[config.mk]
export PLATFORM = sky130hd
export DESIGN_NAME = ir_pulse_distance_decoder_top
export DESIGN_NICKNAME = d
export VERILOG_FILES = /design/src/sv/irpdd_pkg.sv /design/src/sv/irpdd_classify.sv /design/src/sv/irpdd_decode.sv /design/src/sv/ir_pulse_distance_decoder_top.sv
export SDC_FILE = /design/constraint.sdc
export NUM_CORES = 1
export LEC_CHECK = 0
export ABC_AREA = 1
export BUFFER_PORTS_ARGS = -buffer_cell sky130_fd_sc_hd__buf_4
export CAP_MARGIN = 30
export CORE_MARGIN = 4
export CORE_UTILIZATION = 53
export CTS_CLUSTER_SIZE = 30
export DETAILED_ROUTE_END_ITERATION = 16
export GPL_TIMING_DRIVEN = 0
export HOLD_SLACK_MARGIN = 0.12
export PLACE_DENSITY = 0.77
export SYNTH_ARGS = -nofsm -noshare
export SYNTH_HDL_FRONTEND = slang
export SYNTH_SLANG_ARGS = --single-unit
[constraint.sdc]
create_clock -name aclk -period 2.51 [get_ports aclk]
set_input_delay 0.3765 -clock aclk [delete_from_list [all_inputs] [get_ports aclk]]
set_output_delay 0.3765 -clock aclk [all_outputs]
set_load 0.03 [all_outputs]
[src/sv/irpdd_pkg.sv]
// ----------------------------------------------------------------------------
// irpdd_pkg
// Shared types and constants for the IR pulse-distance decoder: interval
// windows, header phase codes and message store sizing.
// ----------------------------------------------------------------------------
package irpdd_pkg;

    localparam int TIME_W    = 32;
    localparam int CNT_W     = 6;
    localparam int STORE_W   = 32;
    localparam int IDX_W     = $clog2(STORE_W);
    localparam int PHASE_W   = 2;

    // Number of data bits in one message
    localparam int MSG_BITS    = 32;
    localparam int STORE_LIMIT = (MSG_BITS < STORE_W) ? MSG_BITS : STORE_W;
    localparam int COUNT_LIMIT = (MSG_BITS < 63) ? MSG_BITS : 63;

    // Open interval windows in microseconds
    localparam logic [TIME_W-1:0] HDR_MARK_LO  = 32'd8500;
    localparam logic [TIME_W-1:0] HDR_MARK_HI  = 32'd9500;
    localparam logic [TIME_W-1:0] HDR_SPACE_LO = 32'd4400;
    localparam logic [TIME_W-1:0] HDR_SPACE_HI = 32'd4600;
    localparam logic [TIME_W-1:0] BIT_MARK_LO  = 32'd400;
    localparam logic [TIME_W-1:0] BIT_MARK_HI  = 32'd750;
    localparam logic [TIME_W-1:0] ONE_LO       = 32'd900;
    localparam logic [TIME_W-1:0] ONE_HI       = 32'd1100;
    localparam logic [TIME_W-1:0] ZERO_LO      = 32'd1900;
    localparam logic [TIME_W-1:0] ZERO_HI      = 32'd2100;

    // Header phase codes
    localparam logic [PHASE_W-1:0] PHASE_IDLE = 2'd0;
    localparam logic [PHASE_W-1:0] PHASE_MARK = 2'd1;
    localparam logic [PHASE_W-1:0] PHASE_FULL = 2'd2;

    typedef enum logic [2:0] {
        WIN_HDR_MARK,
        WIN_HDR_SPACE,
        WIN_BIT_MARK,
        WIN_ONE,
        WIN_ZERO,
        WIN_OTHER
    } window_t;

endpackage

[src/sv/irpdd_classify.sv]
// ----------------------------------------------------------------------------
// irpdd_classify
// Sorts one edge-to-edge interval into its timing window.
// ----------------------------------------------------------------------------
module irpdd_classify (
    input  logic [irpdd_pkg::TIME_W-1:0] interval,
    output irpdd_pkg::window_t           window
);
    import irpdd_pkg::*;

    function automatic logic in_win(input logic [TIME_W-1:0] d,
                                    input logic [TIME_W-1:0] lo,
                                    input logic [TIME_W-1:0] hi);
        return (d > lo) && (d < hi);
    endfunction

    always_comb begin
        if (in_win(interval, HDR_MARK_LO, HDR_MARK_HI)) begin
            window = WIN_HDR_MARK;
        end else if (in_win(interval, HDR_SPACE_LO, HDR_SPACE_HI)) begin
            window = WIN_HDR_SPACE;
        end else if (in_win(interval, BIT_MARK_LO, BIT_MARK_HI)) begin
            window = WIN_BIT_MARK;
        end else if (in_win(interval, ONE_LO, ONE_HI)) begin
            window = WIN_ONE;
        end else if (in_win(interval, ZERO_LO, ZERO_HI)) begin
            window = WIN_ZERO;
        end else begin
            window = WIN_OTHER;
        end
    end

endmodule

[src/sv/irpdd_decode.sv]
// ----------------------------------------------------------------------------
// irpdd_decode
// Protocol state and result registers: header phase, bit-mark flag, bit
// count, message store and sticky indicator, updated once per transfer.
// ----------------------------------------------------------------------------
module irpdd_decode (
    input  logic                          aclk,
    input  logic                          aresetn,
    input  logic                          advance,
    input  irpdd_pkg::window_t            window,
    output logic                          bit_written,
    output logic                          bit_value,
    output logic [irpdd_pkg::CNT_W-1:0]   bit_count,
    output logic [irpdd_pkg::STORE_W-1:0] message_bits,
    output logic [irpdd_pkg::PHASE_W-1:0] header_phase,
    output logic                          indicator
);
    import irpdd_pkg::*;

    logic [PHASE_W-1:0] phase_reg, phase_next;
    logic               mark_reg, mark_next;
    logic [CNT_W-1:0]   cnt_reg, cnt_next;
    logic [STORE_W-1:0] msg_reg, msg_next;
    logic               ind_reg, ind_next;
    logic               written_reg, written_next;
    logic               value_reg, value_next;
    logic               store_en;
    logic               store_val;

    always_comb begin
        phase_next   = PHASE_IDLE;
        mark_next    = 1'b0;
        cnt_next     = cnt_reg;
        msg_next     = msg_reg;
        written_next = 1'b0;
        value_next   = 1'b0;
        store_en     = 1'b0;
        store_val    = 1'b0;

        unique case (window)
            WIN_HDR_MARK: begin
                phase_next = PHASE_MARK;
                cnt_next   = '0;
            end
            WIN_HDR_SPACE: begin
                phase_next = (phase_reg == PHASE_MARK) ? PHASE_FULL : PHASE_IDLE;
                cnt_next   = '0;
            end
            WIN_BIT_MARK: begin
                if (((phase_reg == PHASE_FULL) || (cnt_reg != '0)) && !mark_reg) begin
                    mark_next = 1'b1;
                end else begin
                    cnt_next = '0;
                end
            end
            WIN_ONE: begin
                if (mark_reg) begin
                    store_en  = 1'b1;
                    store_val = 1'b1;
                end else begin
                    cnt_next = '0;
                end
            end
            WIN_ZERO: begin
                store_en = mark_reg;
            end
            default: begin
                cnt_next = '0;
            end
        endcase

        // Store at the current count first, then advance the count
        if (store_en) begin
            if (cnt_reg < CNT_W'(STORE_LIMIT)) begin
                msg_next[cnt_reg[IDX_W-1:0]] = store_val;
                written_next                 = 1'b1;
                value_next                   = store_val;
            end
            if (cnt_reg < CNT_W'(COUNT_LIMIT)) begin
                cnt_next = cnt_reg + 1'b1;
            end
        end

        ind_next = ind_reg | (cnt_next == CNT_W'(3));
    end

    always_ff @(posedge aclk) begin
        if (!aresetn) begin
            phase_reg   <= PHASE_IDLE;
            mark_reg    <= 1'b0;
            cnt_reg     <= '0;
            msg_reg     <= '0;
            ind_reg     <= 1'b0;
            written_reg <= 1'b0;
            value_reg   <= 1'b0;
        end else if (advance) begin
            phase_reg   <= phase_next;
            mark_reg    <= mark_next;
            cnt_reg     <= cnt_next;
            msg_reg     <= msg_next;
            ind_reg     <= ind_next;
            written_reg <= written_next;
            value_reg   <= value_next;
        end
    end

    assign bit_written  = written_reg;
    assign bit_value    = value_reg;
    assign bit_count    = cnt_reg;
    assign message_bits = msg_reg;
    assign header_phase = phase_reg;
    assign indicator    = ind_reg;

endmodule

[src/sv/ir_pulse_distance_decoder_top.sv]
// ----------------------------------------------------------------------------
// ir_pulse_distance_decoder_top
// Decodes pulse-distance IR remote frames from edge capture timestamps.
// ----------------------------------------------------------------------------
// Path: an input transfer is registered in the input register, then in the
//   result register on the m_ channel. Throughput: 1 capture per cycle while
//   m_ready keeps up; the two-stage pipeline advances whenever the result is free.
// Reset: aresetn low clears both valid flags, the previous capture time and
//   all decoder state (idle header, zero count, empty message, indicator off).
// ----------------------------------------------------------------------------
module ir_pulse_distance_decoder_top (
    input  logic                          aclk,
    input  logic                          aresetn,
    // Edge capture input
    input  logic                          s_valid,
    output logic                          s_ready,
    input  logic [irpdd_pkg::TIME_W-1:0]  s_capture_time,
    // Decoded result output
    output logic                          m_valid,
    input  logic                          m_ready,
    output logic                          m_bit_written,
    output logic                          m_bit_value,
    output logic [irpdd_pkg::CNT_W-1:0]   m_bit_count,
    output logic [irpdd_pkg::STORE_W-1:0] m_message_bits,
    output logic [irpdd_pkg::PHASE_W-1:0] m_header_phase,
    output logic                          m_indicator
);
    import irpdd_pkg::*;

    // Stage 1: interval register. The interval only needs the previous
    // capture, so form it at input transfer time and hold the capture.
    logic              in_valid_reg;
    logic [TIME_W-1:0] interval_reg;
    logic [TIME_W-1:0] last_capture_reg;
    logic              out_valid_reg;
    logic              s_fire;
    logic              advance;
    window_t           window;

    // Advance stage 1 into the result register when the result slot is free
    // or is being taken this cycle.
    assign advance = in_valid_reg && (!out_valid_reg || m_ready);
    assign s_ready = !in_valid_reg || advance;
    assign s_fire  = s_valid && s_ready;

    always_ff @(posedge aclk) begin
        if (!aresetn) begin
            in_valid_reg     <= 1'b0;
            out_valid_reg    <= 1'b0;
            last_capture_reg <= '0;
        end else begin
            if (s_fire) begin
                in_valid_reg     <= 1'b1;
                last_capture_reg <= s_capture_time;
            end else if (advance) begin
                in_valid_reg <= 1'b0;
            end
            if (advance) begin
                out_valid_reg <= 1'b1;
            end else if (m_ready) begin
                out_valid_reg <= 1'b0;
            end
        end
    end

    // Interval is modulo 2^32, so a timer wrap between captures is harmless
    always_ff @(posedge aclk) begin
        if (s_fire) begin
            interval_reg <= s_capture_time - last_capture_reg;
        end
    end

    // Stage 2: classify the interval and update the decoder state
    irpdd_classify u_classify (
        .interval (interval_reg),
        .window   (window)
    );

    // Decoder state doubles as the result register: it only moves on
    // advance, so it holds steady while a result waits for m_ready.
    irpdd_decode u_decode (
        .aclk         (aclk),
        .aresetn      (aresetn),
        .advance      (advance),
        .window       (window),
        .bit_written  (m_bit_written),
        .bit_value    (m_bit_value),
        .bit_count    (m_bit_count),
        .message_bits (m_message_bits),
        .header_phase (m_header_phase),
        .indicator    (m_indicator)
    );

    assign m_valid = out_valid_reg;

endmodule

==> flow_summary.html <==
<table>
<tr><th>Metric</th><th>Value</th></tr>
<tr><th colspan="2">Run status</th></tr>
<tr><td>Outcome</td><td>completed</td></tr>
<tr><th colspan="2">Setup path</th></tr>
<tr><td>Kind of launch point of the worst setup path</td><td>flop</td></tr>
<tr><td>Critical Path RT</td><td>between 2 and 3 ns</td></tr>
<tr><td>Startpoint-to-endpoint class of the critical path</td><td>reg -&gt; reg</td></tr>
<tr><td>CP max FO</td><td>4</td></tr>
<tr><td>Cell Chain, Critical Path</td><td>ha_2 -&gt; fa_2 -&gt; o21ai_2 -&gt; nand2_1 -&gt; nand2_1 -&gt; a21oi_2 -&gt; o21ai_2 -&gt; a21oi_1 -&gt; o21ai_1 -&gt; nand2_1 -&gt; nand2_1 -&gt; xor2_1</td></tr>
<tr><td>Library cell appearing most often on the critical path</td><td>sky130_fd_sc_hd__nand2_1</td></tr>
<tr><td>Critical path data arrival time</td><td>about 2.5 ns</td></tr>
<tr><td>Critical path's slowest cell</td><td>sky130_fd_sc_hd__fa_2</td></tr>
<tr><td>Largest stage delay, worst path</td><td>0.41 ns</td></tr>
<tr><td>Kind of end point of the critical path</td><td>flop</td></tr>
<tr><th colspan="2">Yosys</th></tr>
<tr><td>Yosys warning count</td><td>0</td></tr>
<tr><td>Sequential-to-total area share from yosys stat</td><td>between 30% and 40%</td></tr>
<tr><td>Post-synthesis async set-or-reset flop share</td><td>0%</td></tr>
<tr><td>Net count of the mapped netlist</td><td>920</td></tr>
<tr><td>Area share of the largest cell type after synthesis</td><td>approximately a quarter</td></tr>
<tr><td>Mean post-synth cell area</td><td>7.597 um2</td></tr>
<tr><td>Top cells by area, synth</td><td>sky130_fd_sc_hd__dfxtp_1 24%, sky130_fd_sc_hd__edfxtp_1 15%, sky130_fd_sc_hd__a21oi_1 8.2%, sky130_fd_sc_hd__inv_1 6.9%, sky130_fd_sc_hd__ha_1 6.8%</td></tr>
<tr><td>Cell taking the most area after synthesis</td><td>sky130_fd_sc_hd__dfxtp_1</td></tr>
<tr><td>Leading register cell type out of synthesis</td><td>sky130_fd_sc_hd__dfxtp_1</td></tr>
<tr><td>Unique cell type count in the Yosys netlist</td><td>between 40 and 50</td></tr>
<tr><td>Flops &amp; latches, synth</td><td>between 100 and 150</td></tr>
<tr><td>Gate Count Post-Synth</td><td>about 850</td></tr>
<tr><td>Count of flip-flops with a built-in enable after synthesis</td><td>32</td></tr>
<tr><td>Netlist Area Pre-Place</td><td>roughly 6400 um2</td></tr>
<tr><th colspan="2">Place</th></tr>
<tr><td>Detailed placer's ending HPWL</td><td>between 10000 and 15000 um</td></tr>
<tr><td>Count of port buffers added during placement</td><td>80</td></tr>
<tr><td>Placed Instances</td><td>~1100</td></tr>
<tr><td>Worst-case setup slack after placement</td><td>-0.2423 ns</td></tr>
<tr><td>Area post-placement</td><td>7254 um2</td></tr>
<tr><td>Routability Congestion</td><td>roughly 0.9</td></tr>
<tr><th colspan="2">Final layout</th></tr>
<tr><td>Post-route cell area</td><td>between 7000 and 8000 um2</td></tr>
<tr><td>Filler cells</td><td>about 1100</td></tr>
<tr><td>Area occupied by registers</td><td>~2500 um2</td></tr>
<tr><td>Multi-input combinational cell area</td><td>about 3400 um2</td></tr>
<tr><td>Layout-stage area growth over the synthesis result</td><td>18.51%</td></tr>
<tr><td>Inserted Diodes</td><td>0</td></tr>
<tr><td>Number of nets in the layout</td><td>just over 1000</td></tr>
<tr><td>Final instance count without filler cells</td><td>roughly 1100</td></tr>
<tr><td>Share of cells above drive strength 1</td><td>roughly 16%</td></tr>
<tr><th colspan="2">Global route</th></tr>
<tr><td>Total congestion overflow after global routing</td><td>0</td></tr>
<tr><td>Met1 Resource Use GR</td><td>between 20 and 30%</td></tr>
<tr><td>Vias in the first global route</td><td>around 5500</td></tr>
<tr><td>Pin count of the biggest net entering global routing</td><td>22</td></tr>
<tr><td>Global-route wire length before repair</td><td>between 20000 and 30000 um</td></tr>
<tr><td>Met3 routing resource usage after global routing</td><td>roughly 3.7%</td></tr>
<tr><td>Global-route track usage on met2</td><td>between 30% and 40%</td></tr>
<tr><td>Most Used Layer, Global Route</td><td>met2</td></tr>
<tr><td>Number of antenna violations at the first check in global routing</td><td>0</td></tr>
<tr><td>Total routing resource utilization after global routing</td><td>about 22%</td></tr>
<tr><th colspan="2">Floorplan</th></tr>
<tr><td>IO Count</td><td>just over 80</td></tr>
<tr><td>Die area</td><td>13980 um2</td></tr>
<tr><td>Effective utilization at floorplan</td><td>approximately 54%</td></tr>
<tr><td>Placeable Area</td><td>about 12000 um2</td></tr>
<tr><td>Placement Rows</td><td>40</td></tr>
<tr><td>Die span in x</td><td>about 120 um</td></tr>
<tr><td>Die Y</td><td>around 120 um</td></tr>
<tr><th colspan="2">Route</th></tr>
<tr><td>DRC viols</td><td>0</td></tr>
<tr><td>Iteration count of the initial detailed-routing pass</td><td>5</td></tr>
<tr><td>Number of vias after detailed routing</td><td>5887</td></tr>
<tr><td>Drt wl/cell</td><td>between 10 and 15 um</td></tr>
<tr><td>Antenna Violating Nets Remaining</td><td>0</td></tr>
<tr><td>1st-iter DRT viols</td><td>between 300 and 400</td></tr>
<tr><td>Per-cell via count in the routed design</td><td>about 5.4</td></tr>
<tr><td>Post-Route WL</td><td>approximately 16000 um</td></tr>
<tr><th colspan="2">Pwr</th></tr>
<tr><td>Pleak</td><td>3.320 nW</td></tr>
<tr><td>Total power per unit cell area</td><td>approximately 600 nW/um2</td></tr>
<tr><td>Max rail drop VDD</td><td>0.0004095 V</td></tr>
<tr><td>PnR Total Power</td><td>0.004507 W</td></tr>
<tr><th colspan="2">STA</th></tr>
<tr><td>Final min period</td><td>around 2.4 ns</td></tr>
<tr><td>Final Slew Violations</td><td>0</td></tr>
<tr><td>Maximum frequency from static timing analysis</td><td>between 0.4 and 0.5 GHz</td></tr>
<tr><td>Clock skew</td><td>~0.0083 ns</td></tr>
<tr><td>Fin crit share</td><td>94.94%</td></tr>
<tr><td>Final Hold Vio Count</td><td>0</td></tr>
<tr><td>Max-Slew Margin vs Limit</td><td>56.85%</td></tr>
<tr><td>Final setup slack of the worst path</td><td>~0.13 ns</td></tr>
<tr><td>Worst Tran Pin Value</td><td>between 0.6 and 0.7 ns</td></tr>
<tr><td>Count of endpoints failing setup in the final report</td><td>0</td></tr>
<tr><th colspan="2">CTS</th></tr>
<tr><td>CTS Root Buffer Type</td><td>sky130_fd_sc_hd__clkbuf_16</td></tr>
<tr><td>Clock Pin Slew Worst Setup and Hold Paths</td><td>about 0.08 ns</td></tr>
<tr><td>Clock buffer count from CTS</td><td>9</td></tr>
<tr><td>Skew-Pair Late Insertion Delay</td><td>0.37 ns</td></tr>
<tr><td>TritonCTS Sinks</td><td>110</td></tr>
<tr><td>Buffers from clock root to sink, at most</td><td>2</td></tr>
<tr><td>CTS hold repair buffers</td><td>0</td></tr>
<tr><td>Clock H-tree levels</td><td>3</td></tr>
<tr><td>Clock tree from TritonCTS</td><td>done</td></tr>
<tr><th colspan="2">Min path</th></tr>
<tr><td>Path type of the worst min-delay path</td><td>in -&gt; reg</td></tr>
<tr><th colspan="2">Flow run</th></tr>
<tr><td>Max-cap viol count</td><td>0</td></tr>
</table>
## worst max-delay path, delay by kind of cell (launching register included)
family	cells	cell delay, ns
AOI/OAI and AO/OA	5	0.86
adders and majority gates	2	0.61
DFF	1	0.31
and+or+nand+nor	4	0.29
xor gates and xnor gates	1	0.07
## report_power, final
group | total (W) | switching, W | internal, W
Clock | 0.00145 | 0.000745 | 0.000708
Sequential | 0.00208 | 0.0000843 | 0.00200
Combinational | 0.000970 | 0.000613 | 0.000357
Total | 0.00451 | 0.00144 | 0.00306
## path summary, 6_finish.rpt
kind         slack (ns)  cells after the start             endpoint                 from
min                0.27                      3  last_capture_reg[0]    s_capture_time[0]
max reg2reg        0.13                     12     interval_reg[18]  last_capture_reg[0]
min reg2reg        0.46                      2  last_capture_reg[7]  last_capture_reg[7]
max                0.13                     12     interval_reg[18]  last_capture_reg[0]
## placed cells by master, fill, tap and decap left out, types with 9 or more instances in the layout
| cell type | netlist | layout |
|---|---|---|
| sky130_fd_sc_hd__xnor2_1 | 10 | 10 |
| sky130_fd_sc_hd__edfxtp_1 | 32 | 32 |
| sky130_fd_sc_hd__nor3_1 | 13 | 13 |
| sky130_fd_sc_hd__o21ai_0 | 69 | 68 |
| sky130_fd_sc_hd__xor2_1 | 24 | 24 |
| sky130_fd_sc_hd__a21oi_1 | 106 | 102 |
| sky130_fd_sc_hd__nor2_2 | 17 | 16 |
| sky130_fd_sc_hd__nor2_1 | 100 | 99 |
| sky130_fd_sc_hd__buf_4 | 0 | 82 |
| sky130_fd_sc_hd__ha_1 | 35 | 33 |
| sky130_fd_sc_hd__nand2_1 | 112 | 109 |
| sky130_fd_sc_hd__nand4_1 | 13 | 13 |
| sky130_fd_sc_hd__dfxtp_1 | 78 | 78 |
| sky130_fd_sc_hd__a211oi_1 | 10 | 10 |
| sky130_fd_sc_hd__nand3_1 | 33 | 32 |
| sky130_fd_sc_hd__clkbuf_1 | 17 | 17 |
| sky130_fd_sc_hd__inv_1 | 118 | 118 |
| sky130_fd_sc_hd__clkbuf_16 | 0 | 9 |
## Yosys cell counts, drive strengths merged, types with 2 or more instances
| master | number |
|---|---|
| a211oi | 14 |
| a21o | 2 |
| a21oi | 106 |
| a31oi | 3 |
| a41oi | 2 |
| buf | 3 |
| clkbuf | 17 |
| dfxtp | 78 |
| edfxtp | 32 |
| ha | 35 |
| inv | 120 |
| nand2 | 120 |
| nand3 | 37 |
| nand3b | 2 |
| nand4 | 13 |
| nor2 | 120 |
| nor3 | 14 |
| nor4 | 2 |
| o211ai | 6 |
| o21a | 3 |
| o21ai | 75 |
| o21bai | 2 |
| xnor2 | 10 |
| xor2 | 24 |
## area by class of cell
cell class / count / area share [%]
Inverter: 121 / 5.982
Multi-Input combinational cell: 597 / 45.17
Clock buffer: 9 / 2.950
Clock inverter: 7 / 0.9997
Buffer: 20 / 1.032
Sequential cell: 110 / 33.04
Timing Repair Buffer: 83 / 8.423
Tap cell: 147 / 2.409
## kinds of logic after synthesis
| kind of cell | count (synthesis) | share of synthesized area [%] |
|---|---|---|
| AND/OR/NAND/NOR | 309 | 22.00 |
| adder cells (fa/ha/maj) | 36 | 7.108 |
| XOR/XNOR | 34 | 4.622 |
| buffers and inverters | 141 | 8.293 |
| flip-flops | 110 | 39.15 |
| AO/OA/AOI/OAI | 218 | 18.82 |
## metrics by stage
| step | hold slack, ns | utilization [%] | setup TNS (ns) |
|---|---|---|---|
| floorplan | 0.4325 | - | 0 |
| global placement | 0.4409 | 60.42 | -1.214 |
| detailed placement | 0.4477 | 60.65 | -1.404 |
| CTS | 0.2687 | 63.32 | 0 |
| global route | 0.2959 | 63.83 | -0.008296 |
| finish | 0.2707 | 63.83 | 0 |
## metal layers
metal | vias to the layer above | wire length, um
li1 | 3032 | -
met1 | 2679 | 6964
met4 | 0 | 329
met3 | 21 | 901
met2 | 155 | 7380
met5 | - | 0
## timing repair
item	in CTS	in global routing
setup endpoints to repair	4	24
resized for setup	3	17
pin swaps	1	3
setup buffers	1	1
Power figures use the tool's default switching activity.
